--- config.mk ---
export PLATFORM = sky130hd
export DESIGN_NAME = packed_bitmap_blit_expander
export DESIGN_NICKNAME = d
export VERILOG_FILES = /design/src/rtl/core/pbbe_pkg.sv /design/src/rtl/core/packed_bitmap_blit_expander.sv /design/src/rtl/core/pbbe_cfg.sv /design/src/rtl/core/pbbe_ctrl.sv /design/src/rtl/core/pbbe_dp.sv
export SDC_FILE = /design/constraint.sdc
export NUM_CORES = 1
export LEC_CHECK = 0
export BUFFER_PORTS_ARGS = -buffer_cell sky130_fd_sc_hd__buf_2
export CAP_MARGIN = 5
export CORE_ASPECT_RATIO = 1.4
export CORE_UTILIZATION = 45
export DETAILED_ROUTE_END_ITERATION = 8
export MAX_ROUTING_LAYER = met4
export PLACE_DENSITY = 0.64
export SLEW_MARGIN = 20
export SYNTH_ARGS = -nofsm -noshare
export SYNTH_HDL_FRONTEND = slang
export SYNTH_SLANG_ARGS = --single-unit
--- constraint.sdc ---
create_clock -name i_clk -period 5.32 [get_ports i_clk]
set_input_delay 0.266 -clock i_clk [delete_from_list [all_inputs] [get_ports i_clk]]
set_output_delay 0.266 -clock i_clk [all_outputs]
set_load 0.02 [all_outputs]
--- src/rtl/core/pbbe_pkg.sv ---
package pbbe_pkg;

    // Configuration port geometry.
    localparam int CFG_IDX_BITS  = 4;
    localparam int CFG_DATA_BITS = 48;

    // Register indexes on the configuration port.
    localparam logic [CFG_IDX_BITS-1:0] REG_START_X      = 4'd0;
    localparam logic [CFG_IDX_BITS-1:0] REG_START_Y      = 4'd1;
    localparam logic [CFG_IDX_BITS-1:0] REG_END_X        = 4'd2;
    localparam logic [CFG_IDX_BITS-1:0] REG_END_Y        = 4'd3;
    localparam logic [CFG_IDX_BITS-1:0] REG_BYTES_PER_LN = 4'd4;
    localparam logic [CFG_IDX_BITS-1:0] REG_PIXEL_FORMAT = 4'd5;
    localparam logic [CFG_IDX_BITS-1:0] REG_PALETTE_LOW  = 4'd6;
    localparam logic [CFG_IDX_BITS-1:0] REG_PALETTE_HIGH = 4'd7;

    // Fixed field widths.
    localparam int BPL_BITS       = 16;
    localparam int FMT_BITS       = 5;
    localparam int PAL_ENTRY_BITS = 24;
    localparam int BIT_POS_BITS   = 3;

    // Pixel format bit positions.
    localparam int FMT_TWO_BIT = 0;
    localparam int FMT_TRANS   = 1;

    // Commands from the controller to the datapath.
    typedef struct packed {
        logic load;       // latch a new word and start unpacking it
        logic skip_byte;  // word of a finished row: only advance the row counters
        logic step;       // handle one pixel position
    } t_cmd;

    // Status from the datapath to the controller.
    typedef struct packed {
        logic frame_finished;
        logic row_drawn;
        logic emit;       // current pixel position produces a write
        logic slot_free;  // output register can take a write this cycle
        logic last_step;  // current pixel position ends the word
    } t_stat;

endpackage

--- src/rtl/core/packed_bitmap_blit_expander.sv ---
// Expands a rectangle's packed 1-bit or 2-bit bitmap, one input word per byte in
// memory order, into pixel writes of column, row and 24-bit palette color,
// least-significant pixel first; last_of_byte marks the final write a byte causes.
// A byte that draws pixels is accepted and then stepped through at one pixel
// position per cycle (up to 8 in 1-bit mode, 4 in 2-bit mode, fewer at a row
// offset or at end_x), by the single pixel step of the datapath; a visible
// pixel waits while the output register is still held by the receiver. Bytes
// that draw nothing (padding, frame finished) need no pixel step. The next byte is
// accepted while the final write of the previous one still waits in the output
// register. Configuration writes are taken every cycle; each write to a defined
// register restarts the frame, and no byte is accepted in the reload cycle after it.
module packed_bitmap_blit_expander
    import pbbe_pkg::*;
#(
    parameter int COORD_BITS = 16,
    parameter int COLOR_BITS = 24
) (
    input  logic                     i_clk,
    input  logic                     i_rst_n,
    input  logic                     i_cfg_valid,
    output logic                     o_cfg_ready,
    input  logic [CFG_IDX_BITS-1:0]  i_cfg_index,
    input  logic [CFG_DATA_BITS-1:0] i_cfg_data,
    input  logic                     i_in_valid,
    output logic                     o_in_ready,
    input  logic [7:0]               i_data_byte,
    output logic                     o_out_valid,
    input  logic                     i_out_ready,
    output logic [COORD_BITS-1:0]    o_pixel_x,
    output logic [COORD_BITS-1:0]    o_pixel_y,
    output logic [COLOR_BITS-1:0]    o_pixel_color,
    output logic                     o_last_of_byte
);

    logic [COORD_BITS-1:0]    start_x;
    logic [COORD_BITS-1:0]    start_y;
    logic [COORD_BITS-1:0]    end_x;
    logic [COORD_BITS-1:0]    end_y;
    logic [BPL_BITS-1:0]      bytes_per_line;
    logic [FMT_BITS-1:0]      pixel_format;
    logic [CFG_DATA_BITS-1:0] palette_low;
    logic [CFG_DATA_BITS-1:0] palette_high;
    logic                     restart;
    t_cmd                     cmd;
    t_stat                    stat;

    assign o_cfg_ready = 1'b1;

    // Configuration registers.
    pbbe_cfg #(
        .COORD_BITS (COORD_BITS)
    ) u_cfg (
        .i_clk            (i_clk),
        .i_rst_n          (i_rst_n),
        .i_cfg_valid      (i_cfg_valid),
        .i_cfg_index      (i_cfg_index),
        .i_cfg_data       (i_cfg_data),
        .o_start_x        (start_x),
        .o_start_y        (start_y),
        .o_end_x          (end_x),
        .o_end_y          (end_y),
        .o_bytes_per_line (bytes_per_line),
        .o_pixel_format   (pixel_format),
        .o_palette_low    (palette_low),
        .o_palette_high   (palette_high),
        .o_restart        (restart)
    );

    // Sequencer.
    pbbe_ctrl u_ctrl (
        .i_clk      (i_clk),
        .i_rst_n    (i_rst_n),
        .i_in_valid (i_in_valid),
        .i_restart  (restart),
        .i_stat     (stat),
        .o_in_ready (o_in_ready),
        .o_cmd      (cmd)
    );

    // Unpacking, palette lookup and output register.
    pbbe_dp #(
        .COORD_BITS (COORD_BITS),
        .COLOR_BITS (COLOR_BITS)
    ) u_dp (
        .i_clk            (i_clk),
        .i_rst_n          (i_rst_n),
        .i_cmd            (cmd),
        .i_restart        (restart),
        .i_data_byte      (i_data_byte),
        .i_start_x        (start_x),
        .i_start_y        (start_y),
        .i_end_x          (end_x),
        .i_end_y          (end_y),
        .i_bytes_per_line (bytes_per_line),
        .i_pixel_format   (pixel_format),
        .i_palette_low    (palette_low),
        .i_palette_high   (palette_high),
        .i_out_ready      (i_out_ready),
        .o_stat           (stat),
        .o_out_valid      (o_out_valid),
        .o_pixel_x        (o_pixel_x),
        .o_pixel_y        (o_pixel_y),
        .o_pixel_color    (o_pixel_color),
        .o_last_of_byte   (o_last_of_byte)
    );

    // No new word is taken while a pixel step is in progress.
    a_no_accept_while_stepping: assert property (
        @(posedge i_clk) disable iff (!i_rst_n)
        cmd.step |-> !o_in_ready
    ) else $error("word accepted during a pixel step");

    // A visible pixel step always leaves a write in the output register.
    a_emit_fills_output: assert property (
        @(posedge i_clk) disable iff (!i_rst_n)
        (cmd.step && stat.emit) |=> o_out_valid
    ) else $error("visible pixel produced no write");

    // A visible pixel step never overwrites a write that was not taken.
    a_no_overwrite: assert property (
        @(posedge i_clk) disable iff (!i_rst_n)
        (cmd.step && stat.emit) |-> (!o_out_valid || i_out_ready)
    ) else $error("pending write overwritten");

    // The frame reload after a register write holds off new words.
    a_reload_blocks_input: assert property (
        @(posedge i_clk) disable iff (!i_rst_n)
        (i_cfg_valid && o_cfg_ready && (i_cfg_index == REG_START_X)) |=> !o_in_ready
    ) else $error("word accepted during frame reload");

endmodule

--- src/rtl/core/pbbe_cfg.sv ---
module pbbe_cfg
    import pbbe_pkg::*;
#(
    parameter int COORD_BITS = 16
) (
    input  logic                     i_clk,
    input  logic                     i_rst_n,
    input  logic                     i_cfg_valid,
    input  logic [CFG_IDX_BITS-1:0]  i_cfg_index,
    input  logic [CFG_DATA_BITS-1:0] i_cfg_data,
    output logic [COORD_BITS-1:0]    o_start_x,
    output logic [COORD_BITS-1:0]    o_start_y,
    output logic [COORD_BITS-1:0]    o_end_x,
    output logic [COORD_BITS-1:0]    o_end_y,
    output logic [BPL_BITS-1:0]      o_bytes_per_line,
    output logic [FMT_BITS-1:0]      o_pixel_format,
    output logic [CFG_DATA_BITS-1:0] o_palette_low,
    output logic [CFG_DATA_BITS-1:0] o_palette_high,
    output logic                     o_restart
);

    logic [COORD_BITS-1:0]    r_start_x;
    logic [COORD_BITS-1:0]    r_start_y;
    logic [COORD_BITS-1:0]    r_end_x;
    logic [COORD_BITS-1:0]    r_end_y;
    logic [BPL_BITS-1:0]      r_bytes_per_line;
    logic [FMT_BITS-1:0]      r_pixel_format;
    logic [CFG_DATA_BITS-1:0] r_palette_low;
    logic [CFG_DATA_BITS-1:0] r_palette_high;
    logic                     r_restart;
    logic                     known_reg;

    // Any write to a defined register restarts the frame in the cycle after the write,
    // once the new value is in place.
    assign known_reg = (i_cfg_index == REG_START_X) || (i_cfg_index == REG_START_Y)
                    || (i_cfg_index == REG_END_X) || (i_cfg_index == REG_END_Y)
                    || (i_cfg_index == REG_BYTES_PER_LN)
                    || (i_cfg_index == REG_PIXEL_FORMAT)
                    || (i_cfg_index == REG_PALETTE_LOW)
                    || (i_cfg_index == REG_PALETTE_HIGH);

    // Register file.
    always_ff @(posedge i_clk) begin
        if (!i_rst_n) begin
            r_start_x        <= '0;
            r_start_y        <= '0;
            r_end_x          <= '0;
            r_end_y          <= '0;
            r_bytes_per_line <= BPL_BITS'(1);
            r_pixel_format   <= '0;
            r_palette_low    <= '0;
            r_palette_high   <= '0;
            r_restart        <= 1'b0;
        end else begin
            r_restart <= i_cfg_valid && known_reg;
            if (i_cfg_valid) begin
                case (i_cfg_index)
                    REG_START_X:      r_start_x        <= i_cfg_data[COORD_BITS-1:0];
                    REG_START_Y:      r_start_y        <= i_cfg_data[COORD_BITS-1:0];
                    REG_END_X:        r_end_x          <= i_cfg_data[COORD_BITS-1:0];
                    REG_END_Y:        r_end_y          <= i_cfg_data[COORD_BITS-1:0];
                    REG_BYTES_PER_LN: r_bytes_per_line <= i_cfg_data[BPL_BITS-1:0];
                    REG_PIXEL_FORMAT: r_pixel_format   <= i_cfg_data[FMT_BITS-1:0];
                    REG_PALETTE_LOW:  r_palette_low    <= i_cfg_data;
                    REG_PALETTE_HIGH: r_palette_high   <= i_cfg_data;
                    default: begin
                    end
                endcase
            end
        end
    end

    assign o_start_x        = r_start_x;
    assign o_start_y        = r_start_y;
    assign o_end_x          = r_end_x;
    assign o_end_y          = r_end_y;
    assign o_bytes_per_line = r_bytes_per_line;
    assign o_pixel_format   = r_pixel_format;
    assign o_palette_low    = r_palette_low;
    assign o_palette_high   = r_palette_high;
    assign o_restart        = r_restart;

endmodule

--- src/rtl/core/pbbe_ctrl.sv ---
module pbbe_ctrl
    import pbbe_pkg::*;
(
    input  logic  i_clk,
    input  logic  i_rst_n,
    input  logic  i_in_valid,
    input  logic  i_restart,
    input  t_stat i_stat,
    output logic  o_in_ready,
    output t_cmd  o_cmd
);

    localparam logic ST_IDLE = 1'b0;
    localparam logic ST_RUN  = 1'b1;

    logic r_state;
    logic n_state;
    logic accept;
    logic stall;

    // A word is taken only between words and never while the frame reloads.
    assign o_in_ready = (r_state == ST_IDLE) && !i_restart;
    assign accept     = o_in_ready && i_in_valid;

    // A visible pixel waits while the output register is still occupied.
    assign stall = i_stat.emit && !i_stat.slot_free;

    always_comb begin
        n_state         = r_state;
        o_cmd           = '0;
        case (r_state)
            ST_IDLE: begin
                if (accept && !i_stat.frame_finished) begin
                    if (i_stat.row_drawn) begin
                        o_cmd.skip_byte = 1'b1;
                    end else begin
                        o_cmd.load = 1'b1;
                        n_state    = ST_RUN;
                    end
                end
            end
            ST_RUN: begin
                if (!stall) begin
                    o_cmd.step = 1'b1;
                    if (i_stat.last_step) begin
                        n_state = ST_IDLE;
                    end
                end
            end
            default: begin
                n_state = ST_IDLE;
            end
        endcase
    end

    always_ff @(posedge i_clk) begin
        if (!i_rst_n) begin
            r_state <= ST_IDLE;
        end else begin
            r_state <= n_state;
        end
    end

endmodule

--- src/rtl/core/pbbe_dp.sv ---
module pbbe_dp
    import pbbe_pkg::*;
#(
    parameter int COORD_BITS = 16,
    parameter int COLOR_BITS = 24
) (
    input  logic                     i_clk,
    input  logic                     i_rst_n,
    input  t_cmd                     i_cmd,
    input  logic                     i_restart,
    input  logic [7:0]               i_data_byte,
    input  logic [COORD_BITS-1:0]    i_start_x,
    input  logic [COORD_BITS-1:0]    i_start_y,
    input  logic [COORD_BITS-1:0]    i_end_x,
    input  logic [COORD_BITS-1:0]    i_end_y,
    input  logic [BPL_BITS-1:0]      i_bytes_per_line,
    input  logic [FMT_BITS-1:0]      i_pixel_format,
    input  logic [CFG_DATA_BITS-1:0] i_palette_low,
    input  logic [CFG_DATA_BITS-1:0] i_palette_high,
    input  logic                     i_out_ready,
    output t_stat                    o_stat,
    output logic                     o_out_valid,
    output logic [COORD_BITS-1:0]    o_pixel_x,
    output logic [COORD_BITS-1:0]    o_pixel_y,
    output logic [COLOR_BITS-1:0]    o_pixel_color,
    output logic                     o_last_of_byte
);

    // Walk state.
    logic [7:0]              r_byte;
    logic [BIT_POS_BITS-1:0] r_bit;
    logic [COORD_BITS-1:0]   r_column;
    logic [COORD_BITS-1:0]   r_row;
    logic [BPL_BITS-1:0]     r_byte_in_row;
    logic                    r_frame_finished;
    logic                    r_row_drawn;

    // Output register.
    logic                    r_out_valid;
    logic [COORD_BITS-1:0]   r_pixel_x;
    logic [COORD_BITS-1:0]   r_pixel_y;
    logic [COLOR_BITS-1:0]   r_pixel_color;
    logic                    r_last;

    logic                    two_bit;
    logic                    trans;
    logic [BIT_POS_BITS-1:0] offset;
    logic [BIT_POS_BITS-1:0] start_bit;
    logic [7:0]              shifted;
    logic [1:0]              cur_idx;
    logic                    cur_emit;
    logic [3:0]              next_bit;
    logic                    col_end;
    logic                    last_step;
    logic [COORD_BITS-1:0]   remaining;
    logic [7:0]              later_emit;
    logic                    last_pixel;
    logic [CFG_DATA_BITS-1:0] pal_word;
    logic [PAL_ENTRY_BITS-1:0] pal_entry;
    logic                    slot_free;
    logic                    finish_byte;
    logic [BPL_BITS-1:0]     bir_inc;
    logic [BPL_BITS-1:0]     bpl_eff;
    logic                    row_done;

    // Format decode; two-bit mode keeps the offset even.
    assign two_bit   = i_pixel_format[FMT_TWO_BIT];
    assign trans     = i_pixel_format[FMT_TRANS];
    assign offset    = two_bit ? {i_pixel_format[4:3], 1'b0} : i_pixel_format[4:2];
    assign start_bit = (r_byte_in_row == '0) ? offset : '0;

    // Current pixel index and whether it becomes a write.
    assign shifted  = r_byte >> r_bit;
    assign cur_idx  = two_bit ? shifted[1:0] : {1'b0, shifted[0]};
    assign cur_emit = !trans || (cur_idx != 2'd0);

    // Word and row end conditions for the current position.
    assign next_bit  = {1'b0, r_bit} + (two_bit ? 4'd2 : 4'd1);
    assign col_end   = (r_column == i_end_x);
    assign last_step = col_end || next_bit[3];

    // Look ahead: does a later position of this word still produce a write?
    assign remaining = i_end_x - r_column;

    always_comb begin
        logic [8:0] byte9;
        logic [3:0] dq;
        logic [3:0] k;
        logic [1:0] q_idx;
        byte9      = {1'b0, r_byte};
        later_emit = '0;
        for (int q = 0; q < 8; q++) begin
            dq    = 4'(q) - {1'b0, r_bit};
            k     = two_bit ? (dq >> 1) : dq;
            q_idx = two_bit ? {byte9[q+1], byte9[q]} : {1'b0, byte9[q]};
            later_emit[q] = (4'(q) > {1'b0, r_bit})
                         && (!two_bit || !dq[0])
                         && (remaining >= COORD_BITS'(k))
                         && (!trans || (q_idx != 2'd0));
        end
    end

    assign last_pixel = col_end || (later_emit == '0);

    // Palette lookup: bit 1 picks the word, bit 0 the half.
    assign pal_word  = cur_idx[1] ? i_palette_high : i_palette_low;
    assign pal_entry = cur_idx[0] ? pal_word[CFG_DATA_BITS-1:PAL_ENTRY_BITS]
                                  : pal_word[PAL_ENTRY_BITS-1:0];

    assign slot_free = !r_out_valid || i_out_ready;

    // End-of-word bookkeeping for the row counters.
    assign finish_byte = i_cmd.skip_byte || (i_cmd.step && last_step);
    assign bir_inc     = r_byte_in_row + BPL_BITS'(1);
    assign bpl_eff     = (i_bytes_per_line == '0) ? BPL_BITS'(1) : i_bytes_per_line;
    assign row_done    = (bir_inc >= bpl_eff);

    // Walk state update.
    always_ff @(posedge i_clk) begin
        if (!i_rst_n) begin
            r_column         <= '0;
            r_row            <= '0;
            r_byte_in_row    <= '0;
            r_frame_finished <= 1'b0;
            r_row_drawn      <= 1'b0;
            r_bit            <= '0;
        end else if (i_restart) begin
            r_column         <= i_start_x;
            r_row            <= i_start_y;
            r_byte_in_row    <= '0;
            r_frame_finished <= (i_start_y > i_end_y);
            r_row_drawn      <= (i_end_x < i_start_x);
        end else begin
            if (i_cmd.load) begin
                r_bit <= start_bit;
            end
            if (i_cmd.step) begin
                r_bit <= next_bit[BIT_POS_BITS-1:0];
                if (col_end) begin
                    r_row_drawn <= 1'b1;
                end else begin
                    r_column <= r_column + COORD_BITS'(1);
                end
            end
            if (finish_byte) begin
                if (!row_done) begin
                    r_byte_in_row <= bir_inc;
                end else if (r_row == i_end_y) begin
                    r_byte_in_row    <= bir_inc;
                    r_frame_finished <= 1'b1;
                end else begin
                    r_row         <= r_row + COORD_BITS'(1);
                    r_column      <= i_start_x;
                    r_byte_in_row <= '0;
                    r_row_drawn   <= (i_end_x < i_start_x);
                end
            end
        end
    end

    // Latched input word.
    always_ff @(posedge i_clk) begin
        if (i_cmd.load) begin
            r_byte <= i_data_byte;
        end
    end

    // Output register valid.
    always_ff @(posedge i_clk) begin
        if (!i_rst_n) begin
            r_out_valid <= 1'b0;
        end else if (i_cmd.step && cur_emit) begin
            r_out_valid <= 1'b1;
        end else if (i_out_ready) begin
            r_out_valid <= 1'b0;
        end
    end

    // Output register payload.
    always_ff @(posedge i_clk) begin
        if (i_cmd.step && cur_emit) begin
            r_pixel_x     <= r_column;
            r_pixel_y     <= r_row;
            r_pixel_color <= COLOR_BITS'(pal_entry);
            r_last        <= last_pixel;
        end
    end

    assign o_stat.frame_finished = r_frame_finished;
    assign o_stat.row_drawn      = r_row_drawn;
    assign o_stat.emit           = cur_emit;
    assign o_stat.slot_free      = slot_free;
    assign o_stat.last_step      = last_step;

    assign o_out_valid    = r_out_valid;
    assign o_pixel_x      = r_pixel_x;
    assign o_pixel_y      = r_pixel_y;
    assign o_pixel_color  = r_pixel_color;
    assign o_last_of_byte = r_last;

endmodule
==> flow_metrics.tcl <==
set metrics [dict create \
    status "finished, final reports clean" \
    p_leak_nw 6.99 \
    ant_nets 0 \
    hold_violations 0 \
    peakVddDrop_mv 0.267 \
    slowest_stage "nor3_1" \
    grt_pass1_vias 13000 \
    cts_tree "built" \
    wl_per_cell_um 17.9 \
    num-fill-cells 3184 \
    endpoint_kind "flip-flop" \
    whs_ps 61.5 \
    cpPeakStageDelay_ps 480 \
    path_cells "nand3_1 -> nor3_1 -> and3_1 -> nand3_1 -> xnor2_1 -> ha_1 -> nand4_1 -> a211oi_1 -> a2111o_1 -> buf_4 -> o211ai_2 -> buf_4 -> or3_1 -> a31oi_1" \
    path_clk_slew_ps 70 \
    cts.sinks 302 \
    synth.distinct_cells 65 \
    place_congestion 0.932 \
    dp.cells 2303 \
    critPathKind "reg -> reg" \
    die_h_um 222 \
    grt_max_degree 134 \
    fp-row-count 80 \
    synth-edff-count 65 \
    rrSetupSlack_ps 1060 \
    yosysTopAreaCell "dfxtp_1" \
    ys_warn_count 0 \
    ios 125 \
    grt_antenna_before_repair 2 \
    start_util 0.457 \
    h-tree-depth 1 \
    clockBufferDepth 3 \
    cap_violations 0 \
    synthTopCellsByCount "nand2_1, a21oi_1, dfxtp_1, clkbuf_1" \
    cts_root_buffer "clkbuf_16" \
    avgSynthCellArea_um2 8.54 \
    drc 0 \
    hold_end "u_cfg.o_palette_high[15]$_SDFFE_PN0P_" \
    layout_min_cycle_time_ps 4260 \
    synth_top_area_share 0.304 \
    yosysMostFrequentCell "nand2_1" \
    whs_path_depth 3 \
    syn_inst 1826 \
    critPathRequiredTime_ps 5810 \
    power.total_mw 6.37 \
    rr_worst_depth 14 \
    cts_buffers 30 \
    synth-seq-cells 302 \
    power.density_mw_per_mm2 353 \
    nets 2094 \
    stdcell_count 2402 \
    rr_endpoint "u_dp.r_row[7]$_SDFFE_PN0P_" \
    slew_viol_final 0 \
    drt-vias-per-instance 5.57 \
    r2r-start "u_dp.r_byte_in_row[2]$_SDFFE_PP0N_" \
    grt_pass1_wl_mm 68.4 \
    crit_arrival_ps 4750 \
    via_count 13400 \
    yosysSeqAreaShare 0.430 \
    drt-initial-drc-count 634 \
    clkLatencyLatePin_ps 570 \
    seq_area_mm2 0.00670 \
    finalSetupViolations 0 \
    fin_crit_sh 0.801 \
    die_w_um 159 \
    routed_wl_mm 43.0 \
    tns_ps 0 \
    hp-start "i_cfg_data[15]" \
    worst_slew_margin_rel 0.251 \
    synth-async-reset-ratio 0 \
    multiInputGateArea_mm2 0.00814 \
    overflow 0 \
    drive_gt1_frac 0.116 \
    area_growth_syn_to_layout_pct 15.6 \
    hold_path.class "in -> reg" \
    io_buffers 123 \
    syn_nets 1995 \
    dr.pass1.iters 5 \
    grt_use_total 0.247 \
    synth_area_leaders "dfxtp_1, edfxtp_1, nand2_1" \
    tightest_slew_ps 1120 \
    fin_skew_ps 13.8 \
    crit_fanout 26 \
    rsz0062_at_grt "false" \
    max_freq_mhz 235 \
    dieArea_mm2 0.0354 \
    hpwlAfterDp_mm 29.7 \
    cp-start-kind "flip-flop" \
    core_area_mm2 0.0341 \
    syn_area_mm2 0.0156 \
    yosys_most_used_dff "dfxtp_1" \
]
[layout by cell type, fill, tap and decap left out, types with 14 or more instances in the layout]
cell type,instances
o21ai_0,63
a21oi_1,243
o211ai_1,14
nand2_1,354
mux2i_1,67
ha_1,102
buf_4,19
nand3_1,45
nor2_1,101
clkbuf_16,32
dfxtp_1,237
xnor2_1,26
nand4_1,19
edfxtp_1,65
xor2_1,27
inv_1,87
dlygate4sd3_1,40
mux2_2,26
nor4_1,25
a31oi_1,23
buf_2,123
a211oi_1,26
[critical path: cells and delay by family (launching register included)]
kind	cells	cell delay, ps
XOR/XNOR	1	160
buffers and inverters	2	560
AO/OA/AOI/OAI	4	1000
flip-flops	1	460
AND/OR/NAND/NOR	6	1660
adder cells (fa/ha/maj)	1	300
[through the flow]
step	utilization	instance area, um^2	setup WS (ps)
floorplan	-	15600	127
global placement	0.483	16500	1260
detailed placement	0.483	16500	1160
CTS	0.527	18000	1130
global route	0.528	18000	703
finish	0.528	18000	1060
[worst max-delay path by stage]
stage | startpoint | cells after the start | end
2_1_floorplan | u_dp.r_bit[1]$_SDFFE_PN0P_ | 8 | u_dp.o_last_of_byte$_DFFE_PP_
3_3_place_gp | u_dp.r_byte_in_row[2]$_SDFFE_PP0N_ | 13 | u_dp.r_column[1]$_SDFF_PN0_
3_5_place_dp | u_dp.r_byte_in_row[2]$_SDFFE_PP0N_ | 13 | u_dp.r_column[9]$_SDFF_PN0_
4_1_cts | u_dp.r_byte_in_row[2]$_SDFFE_PP0N_ | 13 | u_dp.r_column[1]$_SDFF_PN0_
5_1_grt | u_dp.r_byte_in_row[2]$_SDFFE_PP0N_ | 14 | u_dp.r_row[9]$_SDFFE_PN0P_
6_report | u_dp.r_byte_in_row[2]$_SDFFE_PP0N_ | 14 | u_dp.r_row[7]$_SDFFE_PN0P_
[cell families after synthesis]
family	count (synthesis)	synth area share
and+or+nand+nor	638	0.183
AOI/OAI and AO/OA	429	0.159
DFF	302	0.430
buffers and inverters	205	0.0509
adders and majority gates	104	0.0844
muxes	94	0.0632
xor gates and xnor gates	53	0.0298
other	1	0.000241
[where the power goes]
part | total (mW) | switching, mW | leakage, nW | internal [mW]
clock | 2.37 | 0.925 | 0.535 | 1.45
combinational | 1.41 | 0.867 | 3.92 | 0.541
sequential | 2.58 | 0.110 | 2.53 | 2.47
total | 6.37 | 1.90 | 6.99 | 4.46
[per-layer routing]
layer / vias to the layer above / global-route usage / wire [um]
li1: 6587 / - / -
met4: 0 / 0.0986 / 1540
met3: 79 / 0.0280 / 1640
met1: 6394 / 0.279 / 17800
met2: 317 / 0.444 / 22000
met5: - / - / 0
[final cells by class]
type / instances / share of cell area
Inverter: 89 / 0.0188
Multi-Input combinational cell: 1319 / 0.451
Sequential cell: 302 / 0.372
Timing Repair Buffer: 183 / 0.0651
Clock inverter: 12 / 0.0124
Antenna cell: 2 / 0.000278
Clock buffer: 44 / 0.0491
Tap cell: 451 / 0.0313
[repair_timing]
action	in CTS	in global routing
buffers inserted	0	0
endpoints found under the setup margin	0	0
endpoints found under the hold margin	72	0
hold buffers	40	0
gates resized for setup	0	0
No activity file was read; power rests on OpenSTA's default activity.
